## src/rtl/b2da_pkg.sv

```systemverilog
// Shared types and constants of the binary to decimal ASCII converter.
package b2da_pkg;

    localparam int VALUE_BITS_DEF = 32;
    localparam int MAX_DIGITS_DEF = 10;

    localparam int CFG_DATA_W = 4;
    localparam int CFG_ADDR_W = 1;

    localparam logic [CFG_ADDR_W-1:0] REG_PAD_ENABLE = 1'd0;
    localparam logic [CFG_ADDR_W-1:0] REG_MIN_WIDTH  = 1'd1;

    localparam logic       PAD_ENABLE_RST = 1'b1;
    localparam logic [3:0] MIN_WIDTH_RST  = 4'd6;

    localparam logic [5:0] ASCII_ZERO = 6'h30;
    localparam logic [3:0] BCD_FIVE   = 4'd5;
    localparam logic [3:0] BCD_ADJ    = 4'd3;

    typedef struct packed {
        logic load;
        logic conv_shift;
        logic digit_shift;
        logic emit;
        logic last;
    } dp_cmd_t;

    typedef struct packed {
        logic top_nz;
        logic overflow;
    } dp_stat_t;

endpackage

```

## src/rtl/b2da_dp.sv

```systemverilog
// Datapath: double-dabble shift registers and the character output register.
module b2da_dp #(
    parameter int VALUE_BITS = b2da_pkg::VALUE_BITS_DEF,
    parameter int MAX_DIGITS = b2da_pkg::MAX_DIGITS_DEF
) (
    input  logic                  clk,
    input  logic                  rst_n,
    input  logic [VALUE_BITS-1:0] value,
    input  b2da_pkg::dp_cmd_t     cmd,
    output b2da_pkg::dp_stat_t    stat,
    output logic                  char_valid,
    output logic [5:0]            ascii_char,
    output logic                  last_char
);

    localparam int BCD_W = 4 * MAX_DIGITS;

    logic [VALUE_BITS-1:0] bin_reg;
    logic [BCD_W-1:0]      bcd_reg;
    logic [BCD_W-1:0]      bcd_adj;
    logic                  ovf_reg;
    logic                  valid_reg;
    logic [5:0]            char_reg;
    logic                  last_reg;
    logic [3:0]            top_digit;

    always_comb
    begin
        for (int i = 0; i < MAX_DIGITS; i++)
        begin
            if (bcd_reg[4*i +: 4] >= b2da_pkg::BCD_FIVE)
                bcd_adj[4*i +: 4] = bcd_reg[4*i +: 4] + b2da_pkg::BCD_ADJ;
            else
                bcd_adj[4*i +: 4] = bcd_reg[4*i +: 4];
        end
    end

    assign top_digit     = bcd_reg[BCD_W-1 -: 4];
    assign stat.top_nz   = |top_digit;
    assign stat.overflow = ovf_reg;

    always_ff @(posedge clk)
    begin
        if (cmd.load)
        begin
            bin_reg <= value;
            bcd_reg <= '0;
            ovf_reg <= 1'b0;
        end
        else if (cmd.conv_shift)
        begin
            bin_reg <= {bin_reg[VALUE_BITS-2:0], 1'b0};
            bcd_reg <= {bcd_adj[BCD_W-2:0], bin_reg[VALUE_BITS-1]};
            ovf_reg <= ovf_reg | bcd_adj[BCD_W-1];
        end
        else if (cmd.digit_shift)
        begin
            bcd_reg <= {bcd_reg[BCD_W-5:0], 4'd0};
        end
        if (cmd.emit)
        begin
            char_reg <= b2da_pkg::ASCII_ZERO | {2'b00, top_digit};
            last_reg <= cmd.last;
        end
    end

    always_ff @(posedge clk or negedge rst_n)
    begin
        if (!rst_n)
            valid_reg <= 1'b0;
        else
            valid_reg <= cmd.emit;
    end

    assign char_valid = valid_reg;
    assign ascii_char = char_reg;
    assign last_char  = last_reg;

endmodule

```

## src/rtl/b2da_ctrl.sv

```systemverilog
// Controller: sequences load, conversion shifts and digit emission.
module b2da_ctrl #(
    parameter int VALUE_BITS = b2da_pkg::VALUE_BITS_DEF,
    parameter int MAX_DIGITS = b2da_pkg::MAX_DIGITS_DEF
) (
    input  logic               clk,
    input  logic               rst_n,
    input  logic               start,
    input  logic               pad_enable,
    input  logic [3:0]         min_width,
    input  b2da_pkg::dp_stat_t stat,
    output b2da_pkg::dp_cmd_t  cmd,
    output logic               busy
);

    localparam int CNT_MAX = (VALUE_BITS > MAX_DIGITS) ? VALUE_BITS : MAX_DIGITS;
    localparam int CNT_W   = $clog2(CNT_MAX);
    localparam int CMP_W   = CNT_W + 4;

    typedef enum logic [1:0] {
        ST_IDLE,
        ST_CONV,
        ST_EMIT
    } state_t;

    state_t           state_reg;
    logic [CNT_W-1:0] cnt_reg;
    logic             seen_reg;
    logic             cnt_zero;
    logic             pad_hit;
    logic             emit_now;

    assign cnt_zero = (cnt_reg == '0);
    assign pad_hit  = pad_enable &&
                      (CMP_W'(cnt_reg) < CMP_W'(min_width));
    assign emit_now = seen_reg | stat.top_nz | stat.overflow | cnt_zero | pad_hit;
    assign busy     = (state_reg != ST_IDLE);

    always_comb
    begin
        cmd = '0;
        unique case (state_reg)
            ST_IDLE:
            begin
                cmd.load = start;
            end
            ST_CONV:
            begin
                cmd.conv_shift = 1'b1;
            end
            ST_EMIT:
            begin
                cmd.digit_shift = 1'b1;
                cmd.emit        = emit_now;
                cmd.last        = cnt_zero;
            end
            default:
            begin
                cmd = '0;
            end
        endcase
    end

    always_ff @(posedge clk or negedge rst_n)
    begin
        if (!rst_n)
        begin
            state_reg <= ST_IDLE;
            cnt_reg   <= '0;
            seen_reg  <= 1'b0;
        end
        else
        begin
            unique case (state_reg)
                ST_IDLE:
                begin
                    if (start)
                    begin
                        state_reg <= ST_CONV;
                        cnt_reg   <= CNT_W'(VALUE_BITS - 1);
                        seen_reg  <= 1'b0;
                    end
                end
                ST_CONV:
                begin
                    if (cnt_zero)
                    begin
                        state_reg <= ST_EMIT;
                        cnt_reg   <= CNT_W'(MAX_DIGITS - 1);
                    end
                    else
                    begin
                        cnt_reg <= cnt_reg - 1'b1;
                    end
                end
                ST_EMIT:
                begin
                    seen_reg <= seen_reg | emit_now;
                    if (cnt_zero)
                        state_reg <= ST_IDLE;
                    else
                        cnt_reg <= cnt_reg - 1'b1;
                end
                default:
                begin
                    state_reg <= ST_IDLE;
                end
            endcase
        end
    end

    a_start_enters_conv: assert property (@(posedge clk) disable iff (!rst_n)
        (state_reg == ST_IDLE && start) |=> (state_reg == ST_CONV))
        else $error("accepted request did not start conversion");

    a_emit_only_in_emit: assert property (@(posedge clk) disable iff (!rst_n)
        cmd.emit |-> (state_reg == ST_EMIT))
        else $error("character emitted outside emit phase");

    a_no_gap_after_first: assert property (@(posedge clk) disable iff (!rst_n)
        (state_reg == ST_EMIT && seen_reg) |-> cmd.emit)
        else $error("gap in character stream");

    a_last_ends_request: assert property (@(posedge clk) disable iff (!rst_n)
        (cmd.emit && cmd.last) |=> (state_reg == ST_IDLE))
        else $error("last character did not end the request");

    a_last_always_sent: assert property (@(posedge clk) disable iff (!rst_n)
        (state_reg == ST_EMIT && cnt_zero) |-> (cmd.emit && cmd.last))
        else $error("request ended without a last character");

endmodule

```

## src/rtl/binary_to_decimal_ascii_core.sv

```systemverilog
// Top level of the binary to decimal ASCII converter.
//
// Usage:
//   Request channel: drive value and raise start; the request is taken at a
//   rising edge where start is high and busy is low.
//   Result channel: one character per cycle marked by char_valid, carrying
//   ascii_char ('0'..'9', most significant digit first) and last_char on the
//   final digit. The receiver must take every character; there is no stall.
//   Config port: cfg_we, cfg_addr, cfg_wdata. Index 0 is pad_enable (bit 0),
//   index 1 is min_width (4 bits). Write only while busy is low.
//   Sequence: double-dabble shifting of all VALUE_BITS input bits, with every
//   BCD digit adjusted in parallel, then a walk over the MAX_DIGITS BCD digits
//   from the top, one digit per cycle; leading zeros are skipped without a
//   strobe, except the lowest min_width digits when pad_enable is set. A new
//   request is taken only once busy is low again, after the final digit.
//   Reset: busy low, no strobe, pad_enable = 1, min_width = 6.
module binary_to_decimal_ascii_core #(
    parameter int VALUE_BITS = b2da_pkg::VALUE_BITS_DEF,
    parameter int MAX_DIGITS = b2da_pkg::MAX_DIGITS_DEF
) (
    input  logic                            clk,
    input  logic                            rst_n,
    input  logic                            start,
    output logic                            busy,
    input  logic [VALUE_BITS-1:0]           value,
    output logic                            char_valid,
    output logic [5:0]                      ascii_char,
    output logic                            last_char,
    input  logic                            cfg_we,
    input  logic [b2da_pkg::CFG_ADDR_W-1:0] cfg_addr,
    input  logic [b2da_pkg::CFG_DATA_W-1:0] cfg_wdata
);

    logic               pad_enable_reg;
    logic [3:0]         min_width_reg;
    b2da_pkg::dp_cmd_t  cmd;
    b2da_pkg::dp_stat_t stat;

    always_ff @(posedge clk or negedge rst_n)
    begin
        if (!rst_n)
        begin
            pad_enable_reg <= b2da_pkg::PAD_ENABLE_RST;
            min_width_reg  <= b2da_pkg::MIN_WIDTH_RST;
        end
        else if (cfg_we)
        begin
            unique case (cfg_addr)
                b2da_pkg::REG_PAD_ENABLE: pad_enable_reg <= cfg_wdata[0];
                b2da_pkg::REG_MIN_WIDTH:  min_width_reg  <= cfg_wdata[3:0];
                default:                  pad_enable_reg <= pad_enable_reg;
            endcase
        end
    end

    b2da_ctrl #(
        .VALUE_BITS (VALUE_BITS),
        .MAX_DIGITS (MAX_DIGITS)
    ) u_ctrl (
        .clk        (clk),
        .rst_n      (rst_n),
        .start      (start),
        .pad_enable (pad_enable_reg),
        .min_width  (min_width_reg),
        .stat       (stat),
        .cmd        (cmd),
        .busy       (busy)
    );

    b2da_dp #(
        .VALUE_BITS (VALUE_BITS),
        .MAX_DIGITS (MAX_DIGITS)
    ) u_dp (
        .clk        (clk),
        .rst_n      (rst_n),
        .value      (value),
        .cmd        (cmd),
        .stat       (stat),
        .char_valid (char_valid),
        .ascii_char (ascii_char),
        .last_char  (last_char)
    );

endmodule

```

## config.mk

```make
export PLATFORM = sky130hd
export DESIGN_NAME = binary_to_decimal_ascii_core
export DESIGN_NICKNAME = d
export VERILOG_FILES = /design/src/rtl/b2da_pkg.sv /design/src/rtl/b2da_dp.sv /design/src/rtl/b2da_ctrl.sv /design/src/rtl/binary_to_decimal_ascii_core.sv
export SDC_FILE = /design/constraint.sdc
export NUM_CORES = 1
export LEC_CHECK = 0
export BUFFER_PORTS_ARGS = -buffer_cell sky130_fd_sc_hd__buf_2
export CORE_MARGIN = 2
export CORE_UTILIZATION = 50
export DETAILED_ROUTE_END_ITERATION = 10
export GPL_TIMING_DRIVEN = 1
export PLACE_DENSITY = 0.81
export SYNTH_ARGS = -nofsm -noshare
export SYNTH_HDL_FRONTEND = slang
export SYNTH_HIERARCHICAL = 1
export SYNTH_SLANG_ARGS = --single-unit
```

## constraint.sdc

```tcl
create_clock -name clk -period 6.2 [get_ports clk]
set_clock_uncertainty 0.15 [all_clocks]
set_input_delay 1.24 -clock clk [delete_from_list [all_inputs] [get_ports clk]]
set_output_delay 1.24 -clock clk [all_outputs]
set_load 0.01 [all_outputs]
```

==> results.md, run 1 <==
* Delay of the slowest critical-path stage at about 620 ps
* Number of port buffers at 47
* Wire length the detailed router placed on met1 at ~4.7 mm
* Highest clock frequency the design can meet at 333 MHz
* Sum of internal, switching and leakage power at around 2.8 mW
* Fraction of the mapped netlist area in compound gates at 18.8%
* Drt initial violations at roughly 250
* Buffer and inverter count on the worst path at 3
* CTS Root Buffer Type: clkbuf_8
* Average routed wire per standard cell at between 15 and 20 microns
* Distinct cells, synth at 57
* Mapped Cells at approximately 510
* Area of the mapped netlist at approximately 0.0054 sq mm
* Overall die height at about 110 microns
* Critical path endpoint category: flop
* Overall die width at 108 microns
* Area of all placed cells without fillers at 0.00591 sq mm
* Final HPWL DP at around 7.4 mm
* Hold Violations, Final at 0
* Fraction of final layout cells sized beyond drive strength 1 at around a quarter
* Slew Viols, Final at 0
* Cells traversed along the worst timing path: buf_2 -> and2_2 -> nor2_2 -> inv_1 -> buf_4
* Hold-fix buffers, CTS at 0
* Sum of negative setup slack at 0 ps
* Largest family of logic cells by synthesized area: compound AO/OA/AOI/OAI gates
* Final RePlAce weighted congestion at about 0.84
* Num ports at 50
* Synthesized-area fraction occupied by and/or/nand/nor cells at around an eighth
* Proportion of netlist area held by the largest area contributor at about a fifth
* IR Drop Worst-Case VDD at around 0.27 mV
* Sequential element share of the synthesized area at between 40% and 50%
* Outcome: finished, final reports clean
* Number of maximum-capacitance violations at 0
* # nets final at 612
* # H-tree levels at 3
* Wire length of the first global-routing pass at ~18 mm
* Leakage power figure at 2.20 nW
* Fraction of synthesized cell area in xor and xnor cells at less than 1%
* TritonCTS clock tree: yes
* Unrepaired setup endpoints after global routing: no
* Category of the critical setup timing path: in2reg
* Number of instances resized during post-cts repair at 0
* Number of enable-type register cells in the synthesized netlist at 37
* Slew headroom at between 40% and 50%
* Dominant delay contributor by cell family on the critical path: simple AND/OR/NAND/NOR gates
* Arithmetic-cell share of the synthesized area counting full adders, half adders and majority gates at roughly 6.7%
* Met2 Routed Length at between 5 and 6 mm
* Period utilization at about half
* CP max-delay cell: and2_2
* Deepest clock path buffer count at 2
* Yosys top cell by area: edfxtp_1
* CP required at 6050 ps
* Via count of the routed design at roughly 4000
* Total power divided by cell area at between 400 and 500 mW/mm^2
* Largest cells by area after synthesis: edfxtp_1 21%, dfxtp_1 15%, mux2_2 9.2%, ha_1 6.7%, dfrtp_1 5.1%
* Vias per std cell at roughly 6
* Relative area change from synthesis to final layout at 9.79%
* Setup ws final at around 3200 ps
* Max FFs per register at 40
* Routed Wire Length at 11.1 mm
* Pre-CTS setup slack at approximately 2800 ps
* Yosys warns at 6
* Setup violations, final at 0
* CTS buffer count at 9
* ANT nets after route at 0
* Clock insertion delay at the later pin of the skew report at ~370 ps
* Final worst path period need at between 3000 and 4000 ps
* Overall die area at between 0.01 and 0.015 sq mm
* Share of flip-flops with an asynchronous set or reset after synthesis at between 15 and 20%
* Post-synthesis mux area share at 12.9%
* Total overflow reported by the global router at 0
* Clk sinks at 92
* Arrival @ worst endpoint at roughly 2900 ps
* Number of remaining DRC errors at 0
* Hold Worst Slack at about 360 ps
* Measured slew at the worst slew-check pin at 827 ps
* Met3 routed WL at 501 microns
* Clock Pin Slew Worst Setup and Hold Paths at about 90 ps
* Area of placed instances at between 0.005 and 0.006 sq mm
* Top metal layer carrying routed signals: met4
* Class of the tightest hold or removal check: reg2reg
* Starting utilization of the core area at roughly 52%
* Number of register bits inferred by synthesis at just over 90
* Setup Buffers After CTS at 0
* First-pass iteration count of the detailed router at 4
* Core area at 0.0104 sq mm
* Floorplan row count at 37
* Post-synthesis area per instance at 10.5 sq um
* Via count of the first global-routing pass at 4100
* Most instantiated flip-flop cell in the synthesis netlist: dfxtp_1
* Kind of start point of the critical path: input port
* Largest net degree at the start of global routing at 86
* Total global routing track utilization at approximately a fifth
* Antenna violations before repair at 0
* Crit-path max FO at 42
* Number of antenna cells inserted at 0
## power breakdown
part	internal (mW)	switching [mW]	total, mW
combinational	0.506	0.626	1.13
clock	0.282	0.218	0.501
sequential	0.936	0.244	1.18
total	1.72	1.09	2.81
## layout by cell type (no fill, tap or decap), types with 3 or more instances in the layout
cell and n:
nor2b_1 13, or3b_2 3, a32oi_1 3, nand2_1 39, nor3b_1 11, or3b_1 7
mux2_4 4, nand3b_1 6, nand3_1 12, nor2_1 8, buf_2 47, a2111o_1 20
a31oi_1 10, a211oi_1 14, a21oi_1 27, dfrtp_1 11, dfstp_2 3, o21a_1 3
dfxtp_1 41, nand2b_1 14, clkbuf_8 10, ha_1 27, o311ai_1 5, and2_1 3
buf_4 4, bufinv_16 3, o211ai_1 4, o221ai_1 13, edfxtp_1 37, mux2_2 44
o21ai_0 23, inv_1 33, mux2i_1 13
## final timing paths
kind / startpoint / end / slack, ps / depth (start not counted)
worst max-delay path: start / u_dp/bin_reg[15] / 3190 / 5
worst min-delay path: u_dp/ovf_reg / u_dp/ovf_reg / 360 / 2
worst max register to register: u_ctrl/state_reg[0] / u_dp/bin_reg[15] / 3410 / 6
worst min register to register: u_dp/ovf_reg / u_dp/ovf_reg / 360 / 2
max in group asynchronous: rst_n / min_width_reg[2] / 5000 / 1
min in group asynchronous: rst_n / u_ctrl/cnt_reg[0] / 610 / 1
## cells in the mapped netlist, types with 2 or more instances
cell type / instances
nor2_1: 8
ha_1: 29
mux2_2: 44
a22o_1: 2
nand3b_1: 6
edfxtp_1: 37
dfstp_2: 3
mux2i_1: 13
o211ai_1: 4
or3b_1: 7
clkbuf_2: 3
a2111o_1: 20
dfxtp_1: 41
o311ai_1: 5
o21ai_1: 2
o221ai_1: 13
nor3b_1: 11
o21a_1: 3
mux2_4: 4
a32oi_1: 3
clkbuf_1: 7
inv_1: 33
o21ai_0: 23
a31oi_1: 10
a211oi_1: 14
nand2b_1: 14
buf_2: 15
dfrtp_1: 11
a21oi_1: 27
nor2b_1: 13
nand3_1: 12
nand2_1: 39
or3b_2: 3
and2_1: 4
buf_4: 6
## logic make-up (layout without fill, tap and decap cells)
group / count (synthesis) / after routing
AO/OA/AOI/OAI: 137 / 137
XOR/XNOR: 1 / 1
adder cells (fa/ha/maj): 29 / 29
buffers and inverters: 65 / 100
flip-flops: 92 / 92
multiplexers: 62 / 62
other: 1 / 2
AND/OR/NAND/NOR: 124 / 124
## worst reg2reg max path: stages, from the launching register on
cell and delay [ps]:
dfrtp_1 440, inv_1 110, ha_1 210, and2_2 640, nor2_2 210, inv_1 180, buf_4 480
## through the flow
step                      util (%)  instances
after floorplan                  -        512
after global placement        54.5        667
after detailed placement      54.5        667
after CTS                     57.0        683
after global routing          57.0        683
final                         57.0        683
## per-layer routing
layer	vias to the layer above	global-route usage, %
met5	-	0
met4	0	7.60
met3	23	4.96
met1	2000	23.0
met2	106	34.0
li1	1965	-
## final cells by class
| type | instances | area (sq um) |
|---|---|---|
| clock inverters | 6 | 116 |
| flip-flops and latches | 92 | 2290 |
| fillers | 875 | 4460 |
| inverters | 33 | 124 |
| well taps | 136 | 170 |
| repair buffers | 51 | 265 |
| clock buffers | 10 | 138 |
| multi-input cells | 355 | 2810 |
(Power assumes the default switching activity.)
==> run 2: changes to the inputs <==
--- a/config.mk
+++ b/config.mk
@@ -5,6 +5,7 @@
 export SDC_FILE = /design/constraint.sdc
 export NUM_CORES = 1
 export LEC_CHECK = 0
+export ABC_AREA = 1
 export BUFFER_PORTS_ARGS = -buffer_cell sky130_fd_sc_hd__buf_2
 export CORE_MARGIN = 2
 export CORE_UTILIZATION = 50
==> constraint.sdc (replaced) <==
create_clock -name clk -period 3.1 [get_ports clk]
set_clock_uncertainty 0.15 [all_clocks]
set_input_delay 0.62 -clock clk [delete_from_list [all_inputs] [get_ports clk]]
set_output_delay 0.62 -clock clk [all_outputs]
set_load 0.01 [all_outputs]
==> run 2 against run 1 <==
  * Clock power increased by 53%
  * Utilization decreased by 1.0 points
  * Combinational power increased to 2.8 times the previous value
  * Power increased by 120%
  * Critical path depth decreased by 1
  * Hold slack got worse by 50 ps
  * Die area decreased by 2.1%
  * Cell area decreased by 2.7%
  * Setup slack got worse by 2300 ps
  * Non-clock buffer count increased by 2
  * Sequential share of layout area increased by 1.1 points
  * Critical endpoint is now busy
  * Largest cell class unchanged
  * Highest routed layer unchanged
==> results.md, run 2 <==
* Outcome: finished, final reports clean
* Clock Pin Slew Worst Setup and Hold Paths at 100 ps (about the same)
* Area of the mapped netlist at 0.00527 sq mm (-2.1%)
* Category of the critical setup timing path: reg2out
* CTS buffer count at 9 (unchanged)
* Number of enable-type register cells in the synthesized netlist at 37 (unchanged)
* Dominant delay contributor by cell family on the critical path: flip-flops
* CP max-delay cell: dfrtp_1
* Floorplan row count at 37 (unchanged)
* Slew Viols, Final at 0 (unchanged)
* Area of all placed cells without fillers at 0.00575 sq mm (-2.7%)
* Critical Path Most Common Cell: inv_1
* Source of the worst hold timing path: u_dp/ovf_reg
* Total power divided by cell area at 1090 mW/mm^2 (+130%)
* Highest clock frequency the design can meet at 462 MHz
* Overall die area at 0.0114 sq mm (-2.1%)
* Placed Cells incl. Taps at 856 (+28%)
* Fraction of final layout cells sized beyond drive strength 1 at 12.1% (-12 points)
* Routed Wire Length at 10.6 mm (-5.1%)
* Number of antenna cells inserted at 0 (unchanged)
* Total overflow reported by the global router at 0 (unchanged)
* Area of placed instances at 0.00556 sq mm (-1.7%)
* Share of flip-flops with an asynchronous set or reset after synthesis at 15.2% (unchanged)
* Via count of the routed design at 4584 (+12%)
* Cells traversed along the worst timing path: inv_1 -> ha_1 -> inv_1 -> buf_2
* Kind of start point of the critical path: flop
* Delay of the slowest critical-path stage at 420 ps (-200 ps)
* IR Drop Worst-Case VDD at 0.397 mV (+49%)
* Proportion of netlist area held by the largest area contributor at 21.1% (+0.45 points)
* Setup violations, final at 0 (unchanged)
* TritonCTS clock tree: yes
* ANT nets after route at 0 (unchanged)
* Distinct cells, synth at 32 (-44%)
* Number of instances resized during post-cts repair at 0 (unchanged)
* Overall die width at 107 microns (-1.0%)
* Startpoint of the most critical setup path: u_ctrl/state_reg[0]
* Crit-path max FO at 4 (-90%)
* Number of standard cells in the layout, taps in and fillers out at 873 (+28%)
* Leading cell type by number of instances after synthesis: nand2_1
* Number of remaining DRC errors at 0 (unchanged)
* CP required at 2330 ps (-3720 ps)
* Final worst path period need at 2160 ps
* Setup Buffers After CTS at 0 (unchanged)
* Via count of the first global-routing pass at 4410 (+7.6%)
* Mapped Cells at 695 (+36%)
* Average routed wire per standard cell at 12.1 microns (-26%)
* Largest cells by area after synthesis: edfxtp_1 21%, dfxtp_1 16%, nand2_1 15%, ha_1 6.9%, o21ai_0 6.4%
* Depth of the most critical reg-to-reg path at 7 (+1)
* Core area at 0.0103 sq mm (-0.89%)
* Total global routing track utilization at 19.7% (+0.21 points)
* Leakage power figure at 2.75 nW (+25%)
* Most common cell after layout, fill and taps aside: nand2_1
* Arrival @ worst endpoint at 1390 ps (-1470 ps)
* Number of maximum-capacitance violations at 0 (unchanged)
* Overall die height at 107 microns (-1.0%)
* Number of port buffers at 47 (unchanged)
* Largest net degree at the start of global routing at 48 (-44%)
* CTS Root Buffer Type: clkbuf_8
* Deepest clock path buffer count at 2 (unchanged)
* # nets final at 802 (+31%)
* Number of cells traversed by the worst hold path at 2 (unchanged)
* Relative area change from synthesis to final layout at 9.17%
* Num ports at 50 (unchanged)
* Hold Violations, Final at 0 (unchanged)
* Sequential element share of the synthesized area at 43.4% (+0.93 points)
* Yosys top cell by area: edfxtp_1
* Sum of negative setup slack at 0 ps (unchanged)
* Number of register bits inferred by synthesis at 92 (unchanged)
* Antenna violations before repair at 0 (unchanged)
* First-pass iteration count of the detailed router at 7 (+3)
* Top cells by instance count after synthesis: 214 x nand2_1, 89 x inv_1, 67 x o21ai_0, 54 x nand3_1, 45 x a21oi_1
* Yosys warns at 6 (unchanged)
* Post-synthesis area per instance at 7.58 sq um (-28%)
* # H-tree levels at 3 (unchanged)
* Most instantiated flip-flop cell in the synthesis netlist: dfxtp_1
* Wire length of the first global-routing pass at 18.6 mm (+1.6%)
* Slew headroom at 65.7% (+21 points)
* Internal reg-to-reg setup slack at 940 ps (-2470 ps)
* Final RePlAce weighted congestion at 0.815 (-3.5%)
* Period utilization at 69.8%
* Clock insertion delay at the later pin of the skew report at 370 ps (about the same)
* Class of the tightest hold or removal check: reg2reg
* Unrepaired setup endpoints after global routing: no
* Measured slew at the worst slew-check pin at 515 ps (-312 ps)
* Vias per std cell at 5.25 (-12%)
* Hold-fix buffers, CTS at 1 (+1)
* Final HPWL DP at 7.17 mm (-2.7%)
* Hold worst-path end: u_dp/ovf_reg
* Critical path endpoint category: primary output
* Top library cells by usage in the layout, fill and taps aside: 214 x nand2_1, 89 x inv_1, 67 x o21ai_0
* Drt initial violations at 275 (+12%)
* Starting utilization of the core area at 51.3% (-0.65 points)
* Clk sinks at 92 (unchanged)
* Worst R2R End: u_dp/ascii_char[2]
* Buffer and inverter count on the worst path at 3 (unchanged)
* Reg-to-Reg Start: min_width_reg[2]
* Max FFs per register at 40 (unchanged)
==> run 2: power by group <==
group          total, mW  internal (mW)  leakage (nW)  switching (mW)
Clock              0.769          0.304        0.0873           0.465
Combinational       3.13           1.09          1.80            2.04
Sequential          2.38           1.99         0.865           0.393
Total               6.28           3.38          2.75            2.90
==> run 2: layout make-up <==
type,instances,area (sq um)
fillers,944,4530
flip-flops and latches,92,2290
inverters,97,369
well taps,136,170
clock buffers,9,124
clock inverters,7,58.8
multi-input cells,479,2450
repair buffers,53,295
==> run 2: metrics by stage <==
stage	utilization, %	setup slack, ps	hold slack, ps	total power [mW]
2_1_floorplan	-	750	174	4.85
3_3_place_gp	54.1	969	289	5.32
3_5_place_dp	54.1	903	300	5.51
4_1_cts	56.0	893	300	6.29
5_1_grt	56.0	770	299	6.92
6_report	56.0	937	309	6.28
==> run 2: cell families (layout without fill, tap and decap cells) <==
group	Yosys count	in the layout	share of synthesized area, %
adder cells (fa/ha/maj)	29	29	6.89
XOR/XNOR	11	11	1.83
flip-flops	92	92	43.4
buffers and inverters	125	166	10.2
other	1	2	0.0712
AND/OR/NAND/NOR	317	317	26.0
AO/OA/AOI/OAI	120	120	11.6
==> run 2: worst max path at each step <==
stage               slack, ps  cells after the start                  to
floorplan                 750                      7     u_dp/bin_reg[0]
global placement          970                      7  u_dp/ascii_char[0]
detailed placement        900                      7  u_dp/ascii_char[2]
CTS                       890                      7      u_dp/last_char
global route              770                      7    u_dp/bin_reg[21]
finish                    940                      4                busy
==> run 2: routing by layer <==
layer | global-route usage, % | routed length (microns) | up-vias
met3 | 4.32 | 531 | 10
met1 | 24.0 | 4770 | 2136
met2 | 33.8 | 5110 | 120
met5 | 0 | 0 | -
met4 | 8.26 | 146 | 0
li1 | - | - | 2318
==> run 2: tightest hold or removal path, delay by kind of cell (launching register included) <==
kind / cells / cell delay [ps]
AO/OA/AOI/OAI: 1 / 50
buffers and inverters: 1 / 50
flip-flops: 1 / 320
